===== config.mk =====
export PLATFORM = sky130hd
export DESIGN_NAME = multi_tap_dial_pad_entry_top
export DESIGN_NICKNAME = d
export VERILOG_FILES = /design/src/mtdp_pkg.sv /design/src/mtdp_front.sv /design/src/mtdp_queue.sv /design/src/mtdp_back.sv /design/src/multi_tap_dial_pad_entry_top.sv
export SDC_FILE = /design/constraint.sdc
export NUM_CORES = 1
export LEC_CHECK = 0
export BUFFER_PORTS_ARGS = -buffer_cell sky130_fd_sc_hd__buf_2
export CAP_MARGIN = 5
export CORE_MARGIN = 2
export CORE_UTILIZATION = 57
export CTS_BUF_LIST = sky130_fd_sc_hd__clkbuf_8
export DETAILED_ROUTE_END_ITERATION = 7
export PLACE_DENSITY = 0.77
export SYNTH_ARGS = -nofsm -noshare
export SYNTH_HDL_FRONTEND = slang
export SYNTH_HIERARCHICAL = 1
export SYNTH_SLANG_ARGS = --single-unit

===== constraint.sdc =====
create_clock -name clk_i -period 5.8 [get_ports clk_i]
set_input_delay 1.16 -clock clk_i [delete_from_list [all_inputs] [get_ports clk_i]]
set_output_delay 1.16 -clock clk_i [all_outputs]
set_load 0.02 [all_outputs]

===== src/mtdp_pkg.sv =====
package mtdp_pkg;

  localparam int TextCapacity = 256;
  localparam logic [7:0] LenLimit = 8'(TextCapacity - 1);

  localparam int QueueDepth = 2;
  localparam int QueuePtrW = $clog2(QueueDepth);
  localparam int QueueCntW = $clog2(QueueDepth + 1);

  typedef enum logic [2:0] {
    OP_UP      = 3'd0,
    OP_DOWN    = 3'd1,
    OP_LEFT    = 3'd2,
    OP_RIGHT   = 3'd3,
    OP_SELECT  = 3'd4,
    OP_BACK    = 3'd5,
    OP_BUTTONS = 3'd6,
    OP_TYPED   = 3'd7
  } op_e;

  localparam logic [3:0] KeyGroupEnd = 4'd9;
  localparam logic [3:0] KeyDelete   = 4'd9;
  localparam logic [3:0] KeySpace    = 4'd10;
  localparam logic [3:0] KeySave     = 4'd11;

  typedef struct packed {
    logic [3:0] cursor;
    logic [6:0] pending_char;
    logic [7:0] text_length;
    logic       c0_valid;
    logic [7:0] c0_index;
    logic [6:0] c0_char;
    logic       two_commits;
    logic [7:0] c1_index;
    logic [6:0] c1_char;
    logic       removed;
    logic       save_request;
  } rec_t;

endpackage


===== src/mtdp_front.sv =====
module mtdp_front import mtdp_pkg::*; (
  input  logic       clk_i,
  input  logic       rst_ni,
  input  logic       in_valid_i,
  output logic       in_ready_o,
  input  logic [2:0] operation_i,
  input  logic [6:0] key_char_i,
  input  logic       button_delete_i,
  input  logic       button_save_i,
  input  logic       q_full_i,
  output logic       q_push_o,
  output rec_t       q_data_o
);

  logic [3:0] cur_q, cur_d;
  logic [6:0] pend_q, pend_d;
  logic [7:0] len_q, len_d;

  logic       del_req, pre_set, req1, req2, set_mid, sav, rem, ok1, ok2, typed_ok;
  logic [6:0] mid_char, lo, hi;
  rec_t       rec;

  function automatic logic [6:0] group_lo(input logic [3:0] k);
    logic [6:0] r;
    unique case (k)
      4'd0:    r = 7'h30;
      4'd1:    r = 7'h41;
      4'd2:    r = 7'h44;
      4'd3:    r = 7'h47;
      4'd4:    r = 7'h4a;
      4'd5:    r = 7'h4d;
      4'd6:    r = 7'h50;
      4'd7:    r = 7'h54;
      4'd8:    r = 7'h57;
      default: r = 7'h30;
    endcase
    return r;
  endfunction

  function automatic logic [6:0] group_hi(input logic [3:0] k);
    logic [6:0] r;
    unique case (k)
      4'd0:    r = 7'h39;
      4'd1:    r = 7'h43;
      4'd2:    r = 7'h46;
      4'd3:    r = 7'h49;
      4'd4:    r = 7'h4c;
      4'd5:    r = 7'h4f;
      4'd6:    r = 7'h53;
      4'd7:    r = 7'h56;
      4'd8:    r = 7'h5a;
      default: r = 7'h39;
    endcase
    return r;
  endfunction

  function automatic logic [1:0] col_of(input logic [3:0] c);
    logic [1:0] r;
    unique case (c)
      4'd0, 4'd3, 4'd6, 4'd9:   r = 2'd0;
      4'd1, 4'd4, 4'd7, 4'd10:  r = 2'd1;
      4'd2, 4'd5, 4'd8, 4'd11:  r = 2'd2;
      default:                  r = 2'd0;
    endcase
    return r;
  endfunction

  assign in_ready_o = !q_full_i;
  assign q_push_o   = in_valid_i && in_ready_o;
  assign q_data_o   = rec;

  assign lo = group_lo(cur_q);
  assign hi = group_hi(cur_q);
  assign typed_ok = (key_char_i >= 7'h41 && key_char_i <= 7'h5a) ||
                    (key_char_i >= 7'h30 && key_char_i <= 7'h39) ||
                    (key_char_i == 7'h20);

  always_comb begin
    cur_d    = cur_q;
    pend_d   = pend_q;
    len_d    = len_q;
    del_req  = 1'b0;
    pre_set  = 1'b0;
    req1     = 1'b0;
    req2     = 1'b0;
    set_mid  = 1'b0;
    mid_char = '0;
    sav      = 1'b0;
    rem      = 1'b0;
    rec      = '0;

    unique case (op_e'(operation_i))
      OP_UP: begin
        req1  = 1'b1;
        cur_d = (cur_q < 4'd3) ? cur_q + 4'd9 : cur_q - 4'd3;
      end
      OP_DOWN: begin
        req1  = 1'b1;
        cur_d = (cur_q > 4'd8) ? cur_q - 4'd9 : cur_q + 4'd3;
      end
      OP_LEFT: begin
        req1  = 1'b1;
        cur_d = (col_of(cur_q) == 2'd0) ? cur_q + 4'd2 : cur_q - 4'd1;
      end
      OP_RIGHT: begin
        req1  = 1'b1;
        cur_d = (col_of(cur_q) == 2'd2) ? cur_q - 4'd2 : cur_q + 4'd1;
      end
      OP_SELECT: begin
        priority if (cur_q < KeyGroupEnd) begin
          set_mid = 1'b1;
          if (pend_q < lo || pend_q > hi) begin
            req1     = 1'b1;
            mid_char = lo;
          end else begin
            mid_char = (pend_q == hi) ? lo : pend_q + 7'd1;
          end
        end else if (cur_q == KeyDelete) begin
          del_req = 1'b1;
        end else if (cur_q == KeySpace) begin
          req1     = 1'b1;
          set_mid  = 1'b1;
          mid_char = 7'h20;
          req2     = 1'b1;
        end else if (cur_q == KeySave) begin
          req1 = 1'b1;
          sav  = 1'b1;
        end
      end
      OP_BACK: del_req = 1'b1;
      OP_BUTTONS: begin
        del_req = button_delete_i;
        req1    = button_save_i;
        sav     = button_save_i;
      end
      OP_TYPED: begin
        pre_set = typed_ok;
        req1    = typed_ok;
      end
      default: ;
    endcase

    if (del_req) begin
      if (pend_d != '0) begin
        pend_d = '0;
      end else if (len_d != '0) begin
        len_d = len_d - 8'd1;
        rem   = 1'b1;
      end
    end
    if (pre_set) begin
      pend_d = key_char_i;
    end

    ok1 = req1 && (len_d < LenLimit) && (pend_d != '0);
    if (ok1) begin
      rec.c0_valid = 1'b1;
      rec.c0_index = len_d;
      rec.c0_char  = pend_d;
      len_d        = len_d + 8'd1;
      pend_d       = '0;
    end
    if (set_mid) begin
      pend_d = mid_char;
    end

    ok2 = req2 && (len_d < LenLimit) && (pend_d != '0);
    if (ok2) begin
      if (ok1) begin
        rec.two_commits = 1'b1;
        rec.c1_index    = len_d;
        rec.c1_char     = pend_d;
      end else begin
        rec.c0_valid = 1'b1;
        rec.c0_index = len_d;
        rec.c0_char  = pend_d;
      end
      len_d  = len_d + 8'd1;
      pend_d = '0;
    end

    rec.cursor       = cur_d;
    rec.pending_char = pend_d;
    rec.text_length  = len_d;
    rec.removed      = rem;
    rec.save_request = sav;
  end

  always_ff @(posedge clk_i or negedge rst_ni) begin
    if (!rst_ni) begin
      cur_q  <= '0;
      pend_q <= '0;
      len_q  <= '0;
    end else if (q_push_o) begin
      cur_q  <= cur_d;
      pend_q <= pend_d;
      len_q  <= len_d;
    end
  end

endmodule


===== src/mtdp_queue.sv =====
module mtdp_queue import mtdp_pkg::*; (
  input  logic clk_i,
  input  logic rst_ni,
  input  logic push_i,
  input  rec_t data_i,
  output logic full_o,
  input  logic pop_i,
  output logic empty_o,
  output rec_t head_o
);

  rec_t                 mem_q [QueueDepth];
  logic [QueuePtrW-1:0] wr_ptr_q, rd_ptr_q;
  logic [QueueCntW-1:0] cnt_q;

  assign full_o  = (cnt_q == QueueCntW'(QueueDepth));
  assign empty_o = (cnt_q == '0);
  assign head_o  = mem_q[rd_ptr_q];

  always_ff @(posedge clk_i) begin
    if (push_i) begin
      mem_q[wr_ptr_q] <= data_i;
    end
  end

  always_ff @(posedge clk_i or negedge rst_ni) begin
    if (!rst_ni) begin
      wr_ptr_q <= '0;
      rd_ptr_q <= '0;
      cnt_q    <= '0;
    end else begin
      if (push_i) begin
        wr_ptr_q <= (wr_ptr_q == QueuePtrW'(QueueDepth - 1)) ? '0 : wr_ptr_q + 1'b1;
      end
      if (pop_i) begin
        rd_ptr_q <= (rd_ptr_q == QueuePtrW'(QueueDepth - 1)) ? '0 : rd_ptr_q + 1'b1;
      end
      unique case ({push_i, pop_i})
        2'b10:   cnt_q <= cnt_q + 1'b1;
        2'b01:   cnt_q <= cnt_q - 1'b1;
        default: cnt_q <= cnt_q;
      endcase
    end
  end

endmodule


===== src/mtdp_back.sv =====
module mtdp_back import mtdp_pkg::*; (
  input  logic       clk_i,
  input  logic       rst_ni,
  input  logic       q_empty_i,
  input  rec_t       q_head_i,
  output logic       q_pop_o,
  output logic       out_valid_o,
  input  logic       out_ready_i,
  output logic [3:0] cursor_o,
  output logic [6:0] pending_char_o,
  output logic [7:0] text_length_o,
  output logic       commit_valid_o,
  output logic [7:0] commit_index_o,
  output logic [6:0] commit_char_o,
  output logic       removed_o,
  output logic       save_request_o,
  output logic       last_o
);

  rec_t rec_q;
  logic busy_q, phase_q;
  logic xfer;

  assign out_valid_o    = busy_q;
  assign last_o         = phase_q || !rec_q.two_commits;
  assign xfer           = busy_q && out_ready_i;
  assign q_pop_o        = !q_empty_i && (!busy_q || (xfer && last_o));

  assign cursor_o       = rec_q.cursor;
  assign pending_char_o = rec_q.pending_char;
  assign text_length_o  = rec_q.text_length;
  assign commit_valid_o = phase_q || rec_q.c0_valid;
  assign commit_index_o = phase_q ? rec_q.c1_index : rec_q.c0_index;
  assign commit_char_o  = phase_q ? rec_q.c1_char : rec_q.c0_char;
  assign removed_o      = last_o && rec_q.removed;
  assign save_request_o = last_o && rec_q.save_request;

  always_ff @(posedge clk_i) begin
    if (q_pop_o) begin
      rec_q <= q_head_i;
    end
  end

  always_ff @(posedge clk_i or negedge rst_ni) begin
    if (!rst_ni) begin
      busy_q  <= 1'b0;
      phase_q <= 1'b0;
    end else if (q_pop_o) begin
      busy_q  <= 1'b1;
      phase_q <= 1'b0;
    end else if (xfer) begin
      if (last_o) begin
        busy_q  <= 1'b0;
        phase_q <= 1'b0;
      end else begin
        phase_q <= 1'b1;
      end
    end
  end

`ifndef NO_ASSERTIONS
  a_phase_two: assert property (@(posedge clk_i) disable iff (!rst_ni)
    phase_q |-> busy_q && rec_q.two_commits)
    else $error("second result shown without a two-commit record");

  a_two_has_first: assert property (@(posedge clk_i) disable iff (!rst_ni)
    busy_q && rec_q.two_commits |-> rec_q.c0_valid)
    else $error("two-commit record without a first commit");

  a_first_then_second: assert property (@(posedge clk_i) disable iff (!rst_ni)
    xfer && !last_o |=> busy_q && phase_q)
    else $error("second result lost after first transfer");

  a_no_pop_mid: assert property (@(posedge clk_i) disable iff (!rst_ni)
    busy_q && !phase_q && rec_q.two_commits |-> !q_pop_o)
    else $error("record replaced before its second result");
`endif

endmodule


===== src/multi_tap_dial_pad_entry_top.sv =====
// multi-tap text entry on a 4x3 dial pad: a front end accepts one item per cycle while the
// queue has room, updates cursor, pending character and text length at once and places a
// result record in a two-entry queue; a back end holds the record in the output register
// and presents one result per cycle while the output is taken, two for an item that
// commits twice. an item's first result passes through its queue entry and then the output
// register; the output stage sets the sustained rate at one result per cycle while the
// output is taken, so an item yields one or two results
module multi_tap_dial_pad_entry_top import mtdp_pkg::*; (
  input  logic       clk_i,
  input  logic       rst_ni,
  input  logic       in_valid_i,
  output logic       in_ready_o,
  input  logic [2:0] operation_i,
  input  logic [6:0] key_char_i,
  input  logic       button_delete_i,
  input  logic       button_save_i,
  output logic       out_valid_o,
  input  logic       out_ready_i,
  output logic [3:0] cursor_o,
  output logic [6:0] pending_char_o,
  output logic [7:0] text_length_o,
  output logic       commit_valid_o,
  output logic [7:0] commit_index_o,
  output logic [6:0] commit_char_o,
  output logic       removed_o,
  output logic       save_request_o,
  output logic       last_o
);

  logic q_push, q_full, q_pop, q_empty;
  rec_t q_data, q_head;

  mtdp_front u_front (
    .clk_i          (clk_i),
    .rst_ni         (rst_ni),
    .in_valid_i     (in_valid_i),
    .in_ready_o     (in_ready_o),
    .operation_i    (operation_i),
    .key_char_i     (key_char_i),
    .button_delete_i(button_delete_i),
    .button_save_i  (button_save_i),
    .q_full_i       (q_full),
    .q_push_o       (q_push),
    .q_data_o       (q_data)
  );

  mtdp_queue u_queue (
    .clk_i  (clk_i),
    .rst_ni (rst_ni),
    .push_i (q_push),
    .data_i (q_data),
    .full_o (q_full),
    .pop_i  (q_pop),
    .empty_o(q_empty),
    .head_o (q_head)
  );

  mtdp_back u_back (
    .clk_i         (clk_i),
    .rst_ni        (rst_ni),
    .q_empty_i     (q_empty),
    .q_head_i      (q_head),
    .q_pop_o       (q_pop),
    .out_valid_o   (out_valid_o),
    .out_ready_i   (out_ready_i),
    .cursor_o      (cursor_o),
    .pending_char_o(pending_char_o),
    .text_length_o (text_length_o),
    .commit_valid_o(commit_valid_o),
    .commit_index_o(commit_index_o),
    .commit_char_o (commit_char_o),
    .removed_o     (removed_o),
    .save_request_o(save_request_o),
    .last_o        (last_o)
  );

endmodule

==> flow_summary.ini, run 1 <==
[sta]
drv_slew = 0
hold_viol = 0
fmax_mhz = 189
relSlewSlack = 0.285
rsz0062_at_grt = false
finClkSkew_ns = 0.0245
period_minus_slack_ns = 5.30
finalSetupTns_ns = 0
fin_crit_sh = 0.913
setup_viol_count_final = 0
hold_ws_ns = 0.512
worst_pin_slew_ns = 1.06
setup_ws_ns = 0.503

[die]
ioPinCount = 56
rows = 48
die_w_um = 137
dieArea_mm2 = 0.0188
die_h_um = 137
start_util = 0.583
core_mm2 = 0.0173

[placed_design]
hpwl_um = 14200
gp_congestion = 0.918
placed_area_mm2 = 0.0103
port_buffers = 55
preCtsSetupSlack_ns = 0.306

[routing]
wl_per_cell_um = 18.8
avgViaCountPerCell = 5.85
num_vias = 6283
drt_wl_total_um = 20200
drtPass1Iterations = 5
drc = 0
drt-initial-drc-count = 469
antenna_left = 0

[global_routing]
grt_start_max_net_pins = 55
grt_pass1_wl_um = 32500
antenna_found_initial = 0
grt_pass1_vias = 6002
grt_use_total = 0.229
gr-total-overflow = 0

[logic_synthesis]
synth.top_cell.area_share = 0.473
synth_flop_cell = edfxtp_1
post-synth-top-area-cell = edfxtp_1
synth-compound-area-share = 0.0897
synth_fa_ha_area_frac = 0.0372
ys.warnings.count = 6
synth_edf_count = 159
synth_seq_area_share = 0.535
synthMuxAreaShare = 0.129
syn_inst = 804
synth_top_family_by_area = multiplexers
synth_xor_area_frac = 0.0269
postSynth.asyncResetShare = 0.136
ys_types = 82
netlist_area_mm2 = 0.0101
avgSynthCellArea_um2 = 12.5
synth-simple-area-share = 0.121
synth.ff_latch_count = 184
synth.area.top_cells = edfxtp_1 (47%), mux2_4 (8.8%), dfrtp_1 (6.2%), ha_1 (3.7%), mux2_2 (2.6%)

[critical_path]
cp.arrival_ns = 5.50
slowest_stage = dfrtp_1
crit_required_ns = 6.01
cp_slowest_stage_delay_ns = 0.56
endpoint_kind = flip-flop
critPathKind = reg2reg
crit_chain = inv_1 -> ha_1 -> nand4bb_1 -> o211ai_2 -> nand3_1 -> inv_1 -> mux2i_1 -> ha_1 -> and3b_1 -> o21ai_0 -> nor4_2 -> o22ai_1 -> a21o_1 -> nand2_1 -> inv_2 -> ha_1 -> a211o_1 -> o31a_1 -> o31a_1 -> nor2_1 -> inv_1 -> and2_1
crit_fanout = 10
worst_setup_path_start_kind = flip-flop

[finish]
layout-drive-gt1-share = 0.250
fill_cells = 1320
syn_to_final_growth_pct = 6.74
design_area_mm2 = 0.0108
nNetsFinal = 882
layout_commonest_cell = edfxtp_1
final_cell_mix = edfxtp_1 (159), nand2_1 (66), mux2_4 (59), nor2_1 (57), buf_2 (55)
diodes = 0

[min_path]
hp-class = reg2reg

[clocking]
cts-root-buf = clkbuf_8
htree_levels = 4
cts_tree = built
cts.sinks = 184
hold_buffers = 0
clk_pin_slew_ns = 0.10
cts_made_buffers = 17
insertion_delay_ns = 0.46
cts_resized = 0
clk_path_buf_depth = 2
post_cts_buffers = 0

[run]
max-cap-violations = 0

[power]
ir_drop_uv = 396
p_leak_nw = 4.22
powerDensity_mw_per_mm2 = 580

[status]
status = complete, no violations
[cells in the mapped netlist, types with 3 or more instances]
master / count
xor2_1: 13
dfrtp_1: 25
buf_12: 6
clkbuf_1: 16
a21oi_1: 32
or2_2: 3
nor2b_1: 11
xnor2_1: 18
o21a_1: 6
and3_1: 6
a21o_1: 5
buf_2: 8
nand2_1: 66
buf_4: 29
nand4_1: 8
nor3_1: 9
and2_1: 14
nor2_1: 58
nor3b_1: 4
mux2i_1: 13
nand3_1: 23
o211ai_1: 5
a211oi_1: 4
o21ai_0: 26
a2111oi_0: 3
edfxtp_1: 159
nor3_2: 4
a31oi_1: 4
buf_6: 5
o22ai_1: 4
mux2_4: 59
ha_1: 30
mux2_2: 23
nand2b_1: 10
a211o_1: 4
inv_1: 27
[through the flow]
stage / instances / utilization / total power, W
final: 1074 / 0.622 / 0.00624
after global routing: 1074 / 0.622 / 0.00666
after CTS: 1074 / 0.622 / 0.00626
after detailed placement: 1042 / 0.597 / 0.00533
after global placement: 1042 / 0.597 / 0.00528
after floorplan: 809 / - / 0.00474
[kinds of logic (layout without fill, tap and decap cells)]
kind of cell	Yosys count	count (layout)
AOI/OAI and AO/OA	130	130
xor gates and xnor gates	31	31
adders and majority gates	30	30
buffers and inverters	95	135
DFF	184	184
muxes	96	96
other	1	6
and+or+nand+nor	237	237
[sequential cells by signal, indices dropped and copies added (netlist names)]
register	flops
u_back/cursor_o	4
u_back/out_valid_o	1
u_front/pend_q	7
u_queue/mem_q	106
u_queue/cnt_q	2
u_front/len_q	8
u_back/rec_q	34
u_back/pending_char_o	7
u_queue/wr_ptr_q	1
u_front/cur_q	4
u_back/phase_q	1
u_queue/rd_ptr_q	1
u_back/text_length_o	8
[critical path, delay by kind of cell (launching register included)]
family	cells	cell delay (ns)
adders and majority gates	3	1.00
DFF	1	0.56
buffers and inverters	4	0.56
muxes	1	0.29
and+or+nand+nor	7	1.23
AOI/OAI and AO/OA	7	1.43
[layer usage]
| layer | wire length, µm | vias up | GRT usage | share of wire |
|---|---|---|---|---|
| li1 | - | 2983 | - | - |
| met1 | 9120 | 3023 | 0.333 | 0.45 |
| met2 | 9310 | 245 | 0.347 | 0.46 |
| met3 | 1350 | 32 | 0.0433 | 0.067 |
| met4 | 374 | 0 | 0.0785 | 0.019 |
| met5 | 0 | - | 0 | 0 |
[report_power, final]
group / total [W] / leakage [nW] / switching, W / internal, W
Clock: 0.000920 / 0.213 / 0.000470 / 0.000450
Sequential: 0.00245 / 1.82 / 0.000345 / 0.00210
Combinational: 0.00288 / 2.18 / 0.00166 / 0.00122
Total: 0.00624 / 4.22 / 0.00247 / 0.00377
[path summary, 6_finish.rpt]
check                                                   from                             end  slack (ns)  cells after the start
worst max-delay path            u_front/cur_q[0]$_DFFE_PN0P_  u_queue/mem_q[1][31]$_DFFE_PP_        0.50                     22
worst min-delay path            u_queue/cnt_q[1]$_DFFE_PN0P_    u_queue/cnt_q[1]$_DFFE_PN0P_        0.51                      1
worst max register to register  u_front/cur_q[0]$_DFFE_PN0P_  u_queue/mem_q[1][31]$_DFFE_PP_        0.50                     22
worst min register to register  u_queue/cnt_q[1]$_DFFE_PN0P_    u_queue/cnt_q[1]$_DFFE_PN0P_        0.51                      1
max in group asynchronous                             rst_ni    u_queue/rd_ptr_q$_DFFE_PN0P_        4.49                      1
min in group asynchronous                             rst_ni    u_front/cur_q[3]$_DFFE_PN0P_        0.74                      1
[layout make-up]
| cell class | count | area, µm² | area share |
|---|---|---|---|
| flip-flops and latches | 184 | 5400 | 0.502 |
| multi-input cells | 530 | 4120 | 0.383 |
| repair buffers | 74 | 418 | 0.0388 |
| well taps | 225 | 282 | 0.0262 |
| clock buffers | 18 | 248 | 0.0230 |
| clock inverters | 14 | 185 | 0.0172 |
| inverters | 29 | 109 | 0.0101 |
Power figures use the tool's default switching activity.
==> inputs of run 2 (changes only) <==
--- a/config.mk
+++ b/config.mk
@@ -9,7 +9,6 @@
 export CAP_MARGIN = 5
 export CORE_MARGIN = 2
 export CORE_UTILIZATION = 57
-export CTS_BUF_LIST = sky130_fd_sc_hd__clkbuf_8
 export DETAILED_ROUTE_END_ITERATION = 7
 export PLACE_DENSITY = 0.77
 export SYNTH_ARGS = -nofsm -noshare
==> flow_summary.ini, run 2 (synthesized netlist as in run 1, its figures left out) <==
[routing]
drt_wl_total_um = 20500
wl_per_cell_um = 19.1
num_vias = 6312
avgViaCountPerCell = 5.88
antenna_left = 0
drt-initial-drc-count = 519
drc = 0
drtPass1Iterations = 5

[critical_path]
endpoint_kind = flip-flop
crit_required_ns = 6.16
critPathKind = reg2reg
worst_setup_path_start_kind = flip-flop
crit_fanout = 10
cp.arrival_ns = 5.66

[sta]
period_minus_slack_ns = 5.29
drv_slew = 0
worst_pin_slew_ns = 1.10
fmax_mhz = 189
relSlewSlack = 0.262
setup_viol_count_final = 0
finalSetupTns_ns = 0
rsz0062_at_grt = false
fin_crit_sh = 0.913
finClkSkew_ns = 0.0192
hold_viol = 0

[die]
ioPinCount = 56
dieArea_mm2 = 0.0188
start_util = 0.583
core_mm2 = 0.0173
die_h_um = 137
die_w_um = 137
rows = 48

[clocking]
clk_path_buf_depth = 2
cts.sinks = 184
post_cts_buffers = 0
clk_pin_slew_ns = 0.07
insertion_delay_ns = 0.43
hold_buffers = 0
cts-root-buf = clkbuf_16
htree_levels = 4
cts_made_buffers = 17
cts_resized = 0
cts_tree = built

[global_routing]
grt_pass1_wl_um = 32900
gr-total-overflow = 0
grt_start_max_net_pins = 55
grt_pass1_vias = 5984
antenna_found_initial = 0
grt_use_total = 0.234

[finish]
fin_util = 0.633
final_cell_mix = edfxtp_1 (159), nand2_1 (66), mux2_4 (59), nor2_1 (57), buf_2 (55)
diodes = 0
regMostFlops = u_queue/mem_q
fin_cells = 1074
largest_reg_flops = 106
layout-drive-gt1-share = 0.250
layout_commonest_cell = edfxtp_1
syn_to_final_growth_pct = 8.63
reg.largest.list = u_queue/mem_q (106), u_back/rec_q (34)
fill_cells = 1279
nNetsFinal = 882

[placed_design]
port_buffers = 55
dp.cells = 1042
gp_congestion = 0.918
hpwl_um = 14200

[power]
finalPower_w = 0.00655
ir_drop_uv = 381
powerDensity_mw_per_mm2 = 598
p_leak_nw = 4.30

[min_path]
hp-class = reg2reg

[status]
status = complete, no violations

[run]
max-cap-violations = 0
-- run 2: changes by cell type in the layout (fill, tap and decap cells not counted) --
cell,before,now
clkbuf_16,0,17
clkbuf_8,18,1
inv_1,28,27
clkbuf_1,0,1
-- run 2: worst max-delay path: stages, from the launching register on --
cell       delay (ns)
dfrtp_1          0.54
inv_1            0.22
ha_1             0.34
nand4bb_1        0.29
o211ai_2         0.20
nand3_1          0.11
inv_1            0.20
mux2i_1          0.29
ha_1             0.30
and3b_1          0.18
o21ai_0          0.10
nor4_2           0.18
o22ai_1          0.13
a21o_1           0.20
nand2_1          0.11
inv_2            0.04
ha_1             0.36
a211o_1          0.27
o31a_1           0.12
o31a_1           0.37
nand2_1          0.14
xor2_1           0.31
mux2_2           0.21
-- run 2: path summary, 6_finish.rpt --
path | from | end | slack, ns | cells past startpoint
max | u_front/cur_q[0]$_DFFE_PN0P_ | u_front/len_q[1]$_DFFE_PN0P_ | 0.51 | 22
min | u_queue/cnt_q[1]$_DFFE_PN0P_ | u_queue/cnt_q[1]$_DFFE_PN0P_ | 0.51 | 1
max reg2reg | u_front/cur_q[0]$_DFFE_PN0P_ | u_front/len_q[1]$_DFFE_PN0P_ | 0.51 | 22
min reg2reg | u_queue/cnt_q[1]$_DFFE_PN0P_ | u_queue/cnt_q[1]$_DFFE_PN0P_ | 0.51 | 1
max in group asynchronous | rst_ni | u_queue/rd_ptr_q$_DFFE_PN0P_ | 4.44 | 1
min in group asynchronous | rst_ni | u_front/cur_q[3]$_DFFE_PN0P_ | 0.78 | 1
-- run 2: stage by stage --
step,hold WS [ns],instance area [µm²],setup WS [ns]
6_report,0.511,11000,0.505
5_1_grt,0.522,11000,0.0321
4_1_cts,0.508,11000,0.531
3_5_place_dp,0.495,10300,0.306
3_3_place_gp,0.479,10300,0.460
2_1_floorplan,0.456,10100,0.325
-- run 2: area by class of cell --
| type | instances | area (µm²) | area share |
|---|---|---|---|
| flip-flops and latches | 184 | 5400 | 0.493 |
| multi-input cells | 530 | 4120 | 0.376 |
| clock buffers | 19 | 443 | 0.0404 |
| repair buffers | 74 | 418 | 0.0381 |
| well taps | 225 | 282 | 0.0257 |
| clock inverters | 13 | 181 | 0.0166 |
| inverters | 29 | 109 | 0.00993 |
-- run 2: power breakdown --
part / leakage, nW / internal (W) / switching, W
Combinational: 2.18 / 0.00122 / 0.00166
Sequential: 1.82 / 0.00210 / 0.000348
Clock: 0.297 / 0.000704 / 0.000512
-- run 2: layer usage --
| layer | global-route usage | routed length, µm |
|---|---|---|
| met1 | 0.337 | 9350 |
| met2 | 0.357 | 9640 |
| met3 | 0.0507 | 1260 |
| met4 | 0.0716 | 278 |
| met5 | 0 | 0 |
==> inputs of run 3 (changes only) <==
--- a/config.mk
+++ b/config.mk
@@ -8,9 +8,9 @@
 export BUFFER_PORTS_ARGS = -buffer_cell sky130_fd_sc_hd__buf_2
 export CAP_MARGIN = 5
 export CORE_MARGIN = 2
-export CORE_UTILIZATION = 57
+export CORE_UTILIZATION = 49
 export DETAILED_ROUTE_END_ITERATION = 7
-export PLACE_DENSITY = 0.77
+export PLACE_DENSITY = 0.68
 export SYNTH_ARGS = -nofsm -noshare
 export SYNTH_HDL_FRONTEND = slang
 export SYNTH_HIERARCHICAL = 1
==> flow_summary.ini, run 3 (synthesized netlist as in run 1, its figures left out) <==
[status]
status = complete, no violations

[clocking]
cts-root-buf = clkbuf_16
cts_resized = 0
post_cts_buffers = 0
insertion_delay_ns = 0.44
htree_levels = 4
clk_path_buf_depth = 2
cts_tree = built
cts_made_buffers = 17
cts.sinks = 184
clk_pin_slew_ns = 0.07
hold_buffers = 0

[sta]
fmax_mhz = 188
rsz0062_at_grt = false
fin_crit_sh = 0.916
setup_ws_ns = 0.485
drv_slew = 0
finalSetupTns_ns = 0
relSlewSlack = 0.277
finClkSkew_ns = 0.0106
setup_viol_count_final = 0
hold_viol = 0
period_minus_slack_ns = 5.32
worst_pin_slew_ns = 1.08

[routing]
wl_met1_um = 9500
wl_per_cell_um = 18.5
drt_wl_total_um = 20700
avgViaCountPerCell = 5.60
met2_wirelength_um = 9950
top_layer = met4
drc = 0
route.met3.wl_um = 1030
antenna_left = 0
drt-initial-drc-count = 604
num_vias = 6261
drtPass1Iterations = 5

[finish]
regMostFlops = u_queue/mem_q
nNetsFinal = 882
reg.largest.list = u_queue/mem_q (106), u_back/rec_q (34)
ff_latch_area_mm2 = 0.00540
layout-drive-gt1-share = 0.249
syn_to_final_growth_pct = 9.09
diodes = 0
final_cell_mix = edfxtp_1 (159), nand2_1 (66), mux2_4 (59), nor2_1 (57), buf_2 (55)
largest_reg_flops = 106
layout_commonest_cell = edfxtp_1
fill_cells = 1740
multi_input_comb_area_mm2 = 0.00411

[critical_path]
cp_slowest_stage_delay_ns = 0.47
crit_top_cell = ha_1
critPathKind = reg2reg
crit_chain = inv_1 -> ha_1 -> and4bb_1 -> and2_1 -> nand3_1 -> inv_1 -> mux2i_1 -> ha_1 -> and3b_1 -> o21ai_0 -> nor4_2 -> o22ai_1 -> a21o_1 -> nand2_1 -> inv_2 -> ha_1 -> a211o_1 -> o31a_1 -> o31a_1 -> nand2_1 -> a21boi_1 -> mux2_2
ff2ff_setup_slack_ns = 0.48
rr_startpoint = u_front/pend_q[1]$_DFFE_PN0P_
worst_path_dominant_cell_family = compound AO/OA/AOI/OAI gates
slowest_stage = dfrtp_1
crit_cells = 22
endpoint_kind = flip-flop
r2r-end = u_front/len_q[0]$_DFFE_PN0P_
worst_setup_path_start_kind = flip-flop
r2r_cells = 22
crit_required_ns = 6.18
crit_fanout = 10
cp.arrival_ns = 5.69
crit_buf_inv = 3

[run]
max-cap-violations = 0

[global_routing]
grt_start_max_net_pins = 56
antenna_found_initial = 0
gr-total-overflow = 0
grt_use_total = 0.198
grt_pass1_vias = 6151
grt_pass1_wl_um = 33100

[power]
p_clk_frac = 0.186
sw_frac_of_total = 0.386
ir_drop_uv = 261
powerDensity_mw_per_mm2 = 595
p_int_w = 0.00401
combPwrFrac = 0.441
p_switching_w = 0.00253
pwr-share-seq = 0.373
p_leak_nw = 4.30

[placed_design]
port_buffers = 55
gp_congestion = 0.887
preCtsSetupSlack_ns = 0.188
hpwl_um = 14200

[die]
die_h_um = 147
start_util = 0.498
ioPinCount = 56
rows = 52
dieArea_mm2 = 0.0217
core_mm2 = 0.0202
die_w_um = 147

[min_path]
hold_end = u_queue/cnt_q[1]$_DFFE_PN0P_
min_from = u_queue/cnt_q[1]$_DFFE_PN0P_
hp-class = reg2reg
hold_depth = 1
[run 3: cell count changes in the layout (fill, tap and decap cells not counted), sizes merged]
cell	previous run	this run
clkinvlp	3	2
clkbuf	19	17
inv	34	32
clkinv	2	7
[run 3: metal layers]
layer / GRT usage / up-vias
met5: 0 / -
met4: 0.0563 / 0
met3: 0.0441 / 17
met2: 0.323 / 204
met1: 0.268 / 3062
li1: - / 2978
[run 3: worst max-delay path by stage]
stage                                   from  slack [ns]                              to
3_3_place_gp                  operation_i[2]        0.31  u_queue/mem_q[0][31]$_DFFE_PP_
3_5_place_dp                  operation_i[2]        0.19  u_queue/mem_q[0][31]$_DFFE_PP_
4_1_cts         u_front/cur_q[0]$_DFFE_PN0P_        0.49  u_queue/mem_q[0][31]$_DFFE_PP_
2_1_floorplan                 operation_i[0]        0.32  u_queue/mem_q[0][28]$_DFFE_PP_
5_1_grt         u_front/cur_q[0]$_DFFE_PN0P_        0.03    u_front/len_q[0]$_DFFE_PN0P_
6_report       u_front/pend_q[1]$_DFFE_PN0P_        0.48    u_front/len_q[0]$_DFFE_PN0P_
[run 3: layout make-up]
class / count / area share
Clock inverter: 15 / 0.0177
Clock buffer: 17 / 0.0387
Sequential cell: 184 / 0.491
Tap cell: 270 / 0.0307
Timing Repair Buffer: 74 / 0.0380
Multi-Input combinational cell: 530 / 0.374
Inverter: 29 / 0.00989
[run 3: power groups by stage]
stage | Sequential (W) | Clock, W | Combinational, W
finish | 0.00244 | 0.00122 | 0.00289
detailed placement | 0.00247 | 0 | 0.00287
CTS | 0.00245 | 0.00124 | 0.00289
global placement | 0.00246 | 0 | 0.00285
global route | 0.00250 | 0.00129 | 0.00316
floorplan | 0.00229 | 0 | 0.00245
[run 3: per-stage QoR]
| step | cells | instance area, µm² | total power, W | utilization | hold slack (ns) |
|---|---|---|---|---|---|
| floorplan | 809 | 10100 | 0.00474 | - | 0.456 |
| global placement | 1087 | 10400 | 0.00531 | 0.513 | 0.475 |
| detailed placement | 1087 | 10400 | 0.00535 | 0.513 | 0.482 |
| CTS | 1119 | 11000 | 0.00658 | 0.544 | 0.491 |
| global route | 1119 | 11000 | 0.00695 | 0.544 | 0.499 |
| finish | 1119 | 11000 | 0.00654 | 0.544 | 0.499 |
